<file path="config.mk">
export PLATFORM = sky130hd
export DESIGN_NAME = ir_carrier_sweep_scheduler
export DESIGN_NICKNAME = d
export VERILOG_FILES = /design/src/design/isc_pkg.sv /design/src/design/ir_carrier_sweep_scheduler.sv /design/src/design/isc_sweep.sv /design/src/design/isc_step.sv
export SDC_FILE = /design/constraint.sdc
export NUM_CORES = 1
export LEC_CHECK = 0
export BUFFER_PORTS_ARGS = -buffer_cell sky130_fd_sc_hd__buf_2
export CAP_MARGIN = 15
export CORE_UTILIZATION = 40
export DETAILED_ROUTE_END_ITERATION = 7
export PLACE_DENSITY = 0.67
export SYNTH_ARGS = -nofsm -noshare
export SYNTH_HDL_FRONTEND = slang
export SYNTH_HIERARCHICAL = 1
export SYNTH_SLANG_ARGS = --single-unit
</file>
<file path="constraint.sdc">
create_clock -name clk -period 8.2 [get_ports clk]
set_clock_uncertainty 0.1 [all_clocks]
set_input_delay 1.64 -clock clk [delete_from_list [all_inputs] [get_ports clk]]
set_output_delay 1.64 -clock clk [all_outputs]
set_load 0.02 [all_outputs]
</file>
<file path="src/design/isc_pkg.sv">
// ----------------------------------------------------------------------------
// isc_pkg
// Shared types, codes and constants of the IR carrier sweep scheduler.
// ----------------------------------------------------------------------------
package isc_pkg;

  localparam int CfgIndexWidth = 1;
  localparam int CfgDataWidth  = 16;
  localparam int AccWidth      = 17;

  localparam logic [CfgIndexWidth-1:0] CFG_BURST_INTERVAL = 1'd0;
  localparam logic [CfgIndexWidth-1:0] CFG_BURST_LENGTH   = 1'd1;

  localparam logic [1:0] FUNC_TICK      = 2'd0;
  localparam logic [1:0] FUNC_TOGGLE    = 2'd1;
  localparam logic [1:0] FUNC_NEXT_MODE = 2'd2;
  localparam logic [1:0] FUNC_RESET_HZ  = 2'd3;

  localparam logic [1:0] MODE_NARROW = 2'd0;
  localparam logic [1:0] MODE_WIDE   = 2'd1;
  localparam logic [1:0] MODE_FIXED  = 2'd2;

  localparam logic [15:0] INTERVAL_RESET = 16'd120;
  localparam logic [15:0] LENGTH_RESET   = 16'd46;
  localparam logic [15:0] FIXED_HZ       = 16'd38000;
  localparam logic [15:0] NARROW_MIN_HZ  = 16'd36000;
  localparam logic [15:0] NARROW_MAX_HZ  = 16'd40000;
  localparam logic [15:0] WIDE_MIN_HZ    = 16'd30000;
  localparam logic [15:0] WIDE_MAX_HZ    = 16'd60000;
  localparam logic [15:0] NARROW_STEP_HZ = 16'd1000;
  localparam logic [15:0] WIDE_STEP_HZ   = 16'd2000;
  localparam logic [AccWidth-1:0] ACC_MAX = {AccWidth{1'b1}};

  typedef struct packed {
    logic [1:0]  func;
    logic [15:0] dt_ms;
    logic        emitter_ok;
  } in_item_t;

  typedef struct packed {
    logic        burst_fire;
    logic [15:0] burst_carrier_hz;
    logic [15:0] burst_ms;
    logic        stop_emitter;
    logic        is_running;
    logic [1:0]  sweep_mode;
    logic [15:0] current_carrier_hz;
    logic [31:0] burst_total;
  } out_item_t;

  typedef struct packed {
    logic [15:0] carrier;
    logic        going_up;
  } sweep_t;

  typedef struct packed {
    logic                running;
    logic [AccWidth-1:0] elapsed_acc;
    sweep_t              sweep;
    logic [1:0]          mode;
    logic [31:0]         burst_counter;
  } state_t;

endpackage

</file>
<file path="src/design/ir_carrier_sweep_scheduler.sv">
// ----------------------------------------------------------------------------
// ir_carrier_sweep_scheduler
// Burst scheduler with a triangle sweep of the IR carrier frequency.
//
// Input channel (in_valid/in_stall/in_data) takes tick, run/stop toggle,
// next mode and carrier reset items. Every accepted item yields exactly one
// result on the output channel (out_valid/out_stall/out_data).
// Latency: the result is valid in the cycle after the input transfer.
// Throughput: one item per cycle while the receiver does not stall; the state
// update is one pass of compare, add and clamp logic ahead of the result register.
// When the receiver stalls, the result register holds and in_stall rises
// only while a held result is still waiting; a result that leaves in the
// same cycle frees the slot for the next transfer.
// Reset (rst, synchronous) stops the scheduler, loads the accumulator with
// the interval reset value, sets narrow mode, carrier 36 kHz sweeping up,
// clears the burst count and restores both configuration registers.
// Configuration: cfg_write with cfg_index 0 sets the burst interval,
// index 1 the burst length; write only while idle.
// ----------------------------------------------------------------------------
module ir_carrier_sweep_scheduler (
  input  logic                               clk,
  input  logic                               rst,
  input  logic                               in_valid,
  output logic                               in_stall,
  input  isc_pkg::in_item_t                  in_data,
  output logic                               out_valid,
  input  logic                               out_stall,
  output isc_pkg::out_item_t                 out_data,
  input  logic                               cfg_write,
  input  logic [isc_pkg::CfgIndexWidth-1:0]  cfg_index,
  input  logic [isc_pkg::CfgDataWidth-1:0]   cfg_data
);

  isc_pkg::state_t    st;
  isc_pkg::state_t    st_next;
  isc_pkg::out_item_t result;
  logic [15:0]        burst_interval;
  logic [15:0]        burst_length;
  logic               accept;

  assign in_stall = out_valid && out_stall;
  assign accept   = in_valid && !in_stall;

  isc_step u_step (
    .cur      (st),
    .item     (in_data),
    .interval (burst_interval),
    .length   (burst_length),
    .nxt      (st_next),
    .result   (result)
  );

  always_ff @(posedge clk) begin
    if (rst) begin
      burst_interval <= isc_pkg::INTERVAL_RESET;
      burst_length   <= isc_pkg::LENGTH_RESET;
    end else if (cfg_write) begin
      unique case (cfg_index)
        isc_pkg::CFG_BURST_INTERVAL: burst_interval <= cfg_data;
        isc_pkg::CFG_BURST_LENGTH:   burst_length   <= cfg_data;
        default: ;
      endcase
    end
  end

  always_ff @(posedge clk) begin
    if (rst) begin
      st.running          <= 1'b0;
      st.elapsed_acc      <= {1'b0, isc_pkg::INTERVAL_RESET};
      st.sweep.carrier    <= isc_pkg::NARROW_MIN_HZ;
      st.sweep.going_up   <= 1'b1;
      st.mode             <= isc_pkg::MODE_NARROW;
      st.burst_counter    <= '0;
    end else if (accept) begin
      st <= st_next;
    end
  end

  always_ff @(posedge clk) begin
    if (rst) begin
      out_valid <= 1'b0;
    end else if (accept) begin
      out_valid <= 1'b1;
    end else if (!out_stall) begin
      out_valid <= 1'b0;
    end
  end

  always_ff @(posedge clk) begin
    if (accept) begin
      out_data <= result;
    end
  end

  a_toggle_flips: assert property (@(posedge clk) disable iff (rst)
    accept && in_data.func == isc_pkg::FUNC_TOGGLE |=>
      out_data.is_running != $past(st.running))
    else $error("toggle did not flip the run flag");

  a_fire_counts: assert property (@(posedge clk) disable iff (rst)
    accept && result.burst_fire |=>
      out_data.burst_total == $past(st.burst_counter) + 32'd1)
    else $error("burst count did not advance on a fired burst");

  a_no_fire_no_count: assert property (@(posedge clk) disable iff (rst)
    accept && !result.burst_fire |=> st.burst_counter == $past(st.burst_counter))
    else $error("burst count moved without a burst");

  a_carrier_range: assert property (@(posedge clk) disable iff (rst)
    out_valid |-> out_data.current_carrier_hz >= isc_pkg::WIDE_MIN_HZ &&
                  out_data.current_carrier_hz <= isc_pkg::WIDE_MAX_HZ)
    else $error("carrier left the supported range");

  a_hold_when_stalled: assert property (@(posedge clk) disable iff (rst)
    out_valid && out_stall |=> out_valid && $stable(out_data))
    else $error("stalled result was lost or changed");

endmodule

</file>
<file path="src/design/isc_sweep.sv">
// ----------------------------------------------------------------------------
// isc_sweep
// Carrier limits of a mode, one triangle sweep step and the carrier restart.
// ----------------------------------------------------------------------------
module isc_sweep (
  input  logic [1:0]      mode,
  input  isc_pkg::sweep_t cur,
  output isc_pkg::sweep_t advanced,
  output isc_pkg::sweep_t restart
);

  logic [15:0] lo;
  logic [15:0] hi;
  logic [15:0] step;
  logic [16:0] up_sum;
  logic [16:0] lo_sum;

  always_comb begin
    unique case (mode)
      isc_pkg::MODE_WIDE: begin
        lo   = isc_pkg::WIDE_MIN_HZ;
        hi   = isc_pkg::WIDE_MAX_HZ;
        step = isc_pkg::WIDE_STEP_HZ;
      end
      isc_pkg::MODE_FIXED: begin
        lo   = isc_pkg::FIXED_HZ;
        hi   = isc_pkg::FIXED_HZ;
        step = isc_pkg::NARROW_STEP_HZ;
      end
      default: begin
        lo   = isc_pkg::NARROW_MIN_HZ;
        hi   = isc_pkg::NARROW_MAX_HZ;
        step = isc_pkg::NARROW_STEP_HZ;
      end
    endcase
  end

  assign up_sum = {1'b0, cur.carrier} + {1'b0, step};
  assign lo_sum = {1'b0, lo} + {1'b0, step};

  always_comb begin
    advanced = cur;
    if (mode != isc_pkg::MODE_FIXED) begin
      if (cur.going_up && up_sum >= {1'b0, hi}) begin
        advanced.carrier  = hi;
        advanced.going_up = 1'b0;
      end else if (!cur.going_up && {1'b0, cur.carrier} <= lo_sum) begin
        advanced.carrier  = lo;
        advanced.going_up = 1'b1;
      end else if (cur.going_up) begin
        advanced.carrier = up_sum[15:0];
      end else begin
        advanced.carrier = cur.carrier - step;
      end
    end
  end

  assign restart.carrier  = lo;
  assign restart.going_up = 1'b1;

endmodule

</file>
<file path="src/design/isc_step.sv">
// ----------------------------------------------------------------------------
// isc_step
// Next state and result of one item: tick accumulation, run toggle, mode step, carrier reset.
// ----------------------------------------------------------------------------
module isc_step (
  input  isc_pkg::state_t    cur,
  input  isc_pkg::in_item_t  item,
  input  logic [15:0]        interval,
  input  logic [15:0]        length,
  output isc_pkg::state_t    nxt,
  output isc_pkg::out_item_t result
);

  logic [1:0]                   mode_next;
  logic [isc_pkg::AccWidth:0]   sum;
  logic [isc_pkg::AccWidth-1:0] acc_sat;
  isc_pkg::sweep_t              cur_adv;
  isc_pkg::sweep_t              cur_restart;
  isc_pkg::sweep_t              nxt_adv;
  isc_pkg::sweep_t              nxt_restart;
  logic                         fire;
  logic                         stop;

  isc_sweep u_sweep_cur (
    .mode     (cur.mode),
    .cur      (cur.sweep),
    .advanced (cur_adv),
    .restart  (cur_restart)
  );

  always_comb begin
    unique case (cur.mode)
      isc_pkg::MODE_NARROW: mode_next = isc_pkg::MODE_WIDE;
      isc_pkg::MODE_WIDE:   mode_next = isc_pkg::MODE_FIXED;
      default:              mode_next = isc_pkg::MODE_NARROW;
    endcase
  end

  isc_sweep u_sweep_next (
    .mode     (mode_next),
    .cur      (cur.sweep),
    .advanced (nxt_adv),
    .restart  (nxt_restart)
  );

  assign sum     = {1'b0, cur.elapsed_acc} + {{(isc_pkg::AccWidth + 1 - 16){1'b0}}, item.dt_ms};
  assign acc_sat = sum[isc_pkg::AccWidth] ? isc_pkg::ACC_MAX : sum[isc_pkg::AccWidth-1:0];

  always_comb begin
    nxt  = cur;
    fire = 1'b0;
    stop = 1'b0;
    unique case (item.func)
      isc_pkg::FUNC_TICK: begin
        if (cur.running) begin
          nxt.elapsed_acc = acc_sat;
          if (acc_sat >= {1'b0, interval}) begin
            nxt.elapsed_acc = '0;
            if (!item.emitter_ok) begin
              nxt.running = 1'b0;
              stop        = 1'b1;
            end else begin
              fire              = 1'b1;
              nxt.burst_counter = cur.burst_counter + 32'd1;
              nxt.sweep         = cur_adv;
            end
          end
        end
      end
      isc_pkg::FUNC_TOGGLE: begin
        nxt.running     = !cur.running;
        nxt.elapsed_acc = {1'b0, interval};
        stop            = cur.running;
      end
      isc_pkg::FUNC_NEXT_MODE: begin
        nxt.mode  = mode_next;
        nxt.sweep = nxt_restart;
      end
      default: begin
        nxt.sweep = cur_restart;
      end
    endcase
  end

  always_comb begin
    result.burst_fire         = fire;
    result.burst_carrier_hz   = fire ? cur.sweep.carrier : 16'd0;
    result.burst_ms           = fire ? length : 16'd0;
    result.stop_emitter       = stop;
    result.is_running         = nxt.running;
    result.sweep_mode         = nxt.mode;
    result.current_carrier_hz = nxt.sweep.carrier;
    result.burst_total        = nxt.burst_counter;
  end

endmodule

</file>
**After elaboration in Yosys (flattened, before gate mapping)**

Index checks and enable logic that the tools add are counted.

- Bits in registers: 187
- Logic and storage cells: 85
- Input port bits: 41
- Output and inout bits: 87

- Reduce and logical (&&, ||, !) cells: 14
- Mux-type cells: 31
- Add/subtract/negate cells: 5
- Equal/unequal tests: 13
- Order comparisons: 3
- Bitwise gates (word level): 2

Operators by type and width:

| cell | number |
|---|---|
| 32-bit 2-to-1 mux | 4 |
| 35-bit 2-to-1 mux | 2 |
| 17-bit 2-to-1 mux | 4 |
| 16-bit case mux with 2 select lines | 2 |
| 17-bit case mux with 3 select lines | 1 |
| 18-bit case mux with 2 select lines | 1 |
| 17-bit by 16-bit >= comparator with 1-bit output | 2 |
| 32-bit by 1-bit adder with 32-bit output (second input constant) | 1 |
| 16-bit 2-to-1 mux | 2 |
| 15-bit case mux with 2 select lines | 1 |
| 17-bit by 16-bit adder with 18-bit output | 1 |
| 16-bit by 11-bit adder with 17-bit output | 1 |
| 16-bit by 16-bit adder with 17-bit output | 1 |
| 16-bit by 17-bit <= comparator with 1-bit output | 1 |
| 16-bit subtractor | 1 |
| 11-bit 2-to-1 mux | 1 |
| 1-bit 2-to-1 mux | 10 |
| 2-bit inequality test (second input constant) | 4 |
| 7-bit AND reduction | 1 |
| 2-bit by 1-bit == test with 1-bit output (second input constant) | 3 |
| 2-bit == test (second input constant) | 3 |
| 1-bit logical AND | 4 |
| 2-bit logical NOT | 2 |
| 2-bit by 1-bit inequality test with 1-bit output (second input constant) | 2 |
| 9 further kinds | 13 |

**Logic depth before layout (Yosys ltp)**

- Depth after elaboration: 12
- Mapped depth: 24
- Depth with buffers taken out: 23

**Cells and area by module**

Netlist, hierarchy kept.

By module, submodules not included:

| module | cells each | instances | sequential area each (um2) | area an instance (um2) |
|---|---|---|---|---|
| ir_carrier_sweep_scheduler | 533 | 1 | 4594.4 | 6209.7 |
| isc_step | 528 | 1 | 0.0 | 3697.3 |
| isc_sweep at u_step.u_sweep_next | 261 | 1 | 0.0 | 1863.0 |
| isc_sweep at u_step.u_sweep_cur | 266 | 1 | 0.0 | 1821.7 |

**Least setup slack after synthesis**

No wires, ideal clock.

- Path type: input to register
- Start point: input port in_data[1] (netlist bit)
- End point: register out_data[42] (netlist bit) (data pin)
- Path buffers: 2
- Slack: 2.115 ns
- Stages: 21
- Arrival: 5.733 ns
- Cells stage by stage: ha_1 -> fa_1 -> a211oi_1 -> o211a_1 -> o221ai_2 -> a21oi_1 -> o21bai_1 -> a21oi_1 -> xor2_1 -> nand2_1 -> ha_1 -> a21o_1 -> a21o_1 -> a41o_1 -> a2111oi_4 -> o311ai_4 -> o31ai_4 -> o21ai_4 -> buf_6 -> o221a_1 -> buf_4

RTL lines:

| item | line | text |
|---|---|---|
| start: declaration | ir_carrier_sweep_scheduler.sv:25 | `input isc_pkg::in_item_t in_data,` |
| end signal: assignment | ir_carrier_sweep_scheduler.sv:91 | `out_data <= result;` |
| end: declaration | ir_carrier_sweep_scheduler.sv:28 | `output isc_pkg::out_item_t out_data,` |

==> impl_metrics.tcl <==
set metrics [dict create \
    p_comb_frac 0.177 \
    h-tree-depth 4 \
    grt_start_max_net_pins 103 \
    setup_viol 0 \
    wl_mm 29.2 \
    grt_pass1_vias 9000 \
    drive_gt1_frac 0.162 \
    firstDrtPassIters 5 \
    fmax_mhz 155 \
    drcViolationCount 0 \
    sw_frac_of_total 0.320 \
    multi_input_area_sq_mm 0.00612 \
    grt_usage 0.192 \
    p_sw_uw 750 \
    clock-sinks 187 \
    arrival_ns 6.64 \
    cts_tree "built" \
    grt_pass1_wl_mm 46.7 \
    ctsHoldBuffers 0 \
    num-nets-final 1477 \
    crit_fanout 47 \
    tightest_slew_ns 1.13 \
    vias 9458 \
    place_ws_ns 1.27 \
    endpoint "st[1]" \
    ir_drop_mv 0.112 \
    dieArea_sq_mm 0.0304 \
    hpwl_mm 19.8 \
    clock_latency_ns 0.44 \
    clk_pin_slew_ns 0.08 \
    cp.required_ns 8.38 \
    setup_slack_ns 1.74 \
    status "complete, no violations" \
    antenna_left 0 \
    cts_made_buffers 17 \
    endpoint_kind "register" \
    r2r-start "st[33]" \
    hold_violations 0 \
    fillCellCount 2819 \
    drt_iter0_drc 606 \
    reg2reg_setup_slack_ns 1.91 \
    regArea_sq_mm 0.00459 \
    grt_setup_unrepaired "false" \
    grt_antenna_before_repair 0 \
    min_path_type "register to register" \
    slew_headroom 0.243 \
    internal-power_mw 1.60 \
    layout_common_cells "nand2_1 (248), a21oi_1 (129), buf_2 (126), dfxtp_1 (102), edfxtp_1 (85)" \
    seq_power_share 0.447 \
    cap_violations 0 \
    p_per_area_mw_per_mm2 184 \
    cts.repair.resized 0 \
    rows 62 \
    hold_depth 2 \
    post_cts_buffers 0 \
    ys_warn_count 6 \
    coreArea_sq_mm 0.0289 \
    die_width_microns 174 \
    fin_crit_ns 6.46 \
    p_leak_nw 5.19 \
    crit_type "input port to register" \
    io_pins 128 \
    p_clk_frac 0.375 \
    num_antenna_cells 0 \
    synthCells 1348 \
    final_common_cell "nand2_1" \
    gp_congestion 0.900 \
    startpoint "in_data[1]" \
    die_h_microns 174 \
    wl_per_cell_microns 16.5 \
    syn-cell-area_sq_mm 0.0119 \
    viasPerCell 5.36 \
    worstReg2RegEnd "st[42]" \
    crit_path_start_kind "input port" \
    root_buffer "clkbuf_16" \
    reg2regPathDepth 20 \
    areaGrowthSynthToFinish_pct 7.40 \
    initial_utilization 0.411 \
    syn_area_per_cell_sq_um 8.81 \
    tns_ns 0 \
    globalRouteOverflowTotal 0 \
    clock_tree.buffer_depth 2 \
    numPortBuffers 127 \
    layout_worst_path_cycle_share 0.788 \
    maxSlewViolCount 0 \
]
[metrics by stage]
stage	cell area [sq um]	instances	power [mW]	hold slack [ns]	utilization
4_1_cts	12800	1763	2.36	0.355	0.441
3_3_place_gp	12100	1731	1.48	0.337	0.419
6_report	12800	1763	2.35	0.353	0.441
5_1_grt	12800	1763	2.45	0.369	0.441
2_1_floorplan	11900	1362	1.40	0.329	-
3_5_place_dp	12100	1731	1.48	0.344	0.419
[routing by layer]
layer / track usage / wire length [microns] / share of wire
met5: 0 / 0 / 0
met4: 0.0523 / 490 / 0.017
met3: 0.0462 / 1840 / 0.063
met2: 0.319 / 13700 / 0.47
met1: 0.249 / 13200 / 0.45
[worst min path at each step]
| stage | endpoint | start | slack (ns) |
|---|---|---|---|
| floorplan | burst_length[2] | burst_length[2] | 0.33 |
| global placement | burst_length[7] | burst_length[7] | 0.34 |
| detailed placement | burst_length[12] | burst_length[12] | 0.34 |
| CTS | burst_length[10] | burst_length[10] | 0.35 |
| global route | burst_length[10] | burst_length[10] | 0.37 |
| finish | burst_length[0] | burst_length[0] | 0.35 |
[critical path, cell delays in order]
cell,delay [ns]
buf_2,0.11
ha_1,0.20
fa_1,0.44
a211oi_1,0.32
o211a_1,0.21
o221ai_2,0.11
a21oi_1,0.23
o21bai_1,0.08
a21oi_1,0.18
xor2_1,0.20
nand2_1,0.08
ha_1,0.29
a21o_1,0.16
a21o_1,0.17
a41o_1,0.23
a2111oi_4,0.24
o311ai_4,0.22
o31ai_4,0.20
buf_4,0.33
inv_2,0.40
mux2_1,0.45
nand2_1,0.06
a21oi_1,0.07
[flip-flops by register name (all words and copies together) (netlist names)]
register,count
out_valid,1
burst_interval,16
burst_length,16
st,69
out_data,85
[layout make-up]
cell class,count,share of cell area
Multi-Input combinational cell,967,0.480
Sequential cell,187,0.360
Timing Repair Buffer,136,0.0553
Tap cell,384,0.0377
Clock buffer,17,0.0333
Inverter,57,0.0173
Clock inverter,15,0.0163
[power groups by stage]
stage	sequential, mW	combinational [mW]	clock, mW
global placement	1.07	0.404	0
floorplan	1.09	0.309	0
finish	1.05	0.416	0.880
global route	1.06	0.459	0.938
CTS	1.05	0.414	0.899
detailed placement	1.07	0.411	0
(Power assumes the default switching activity.)
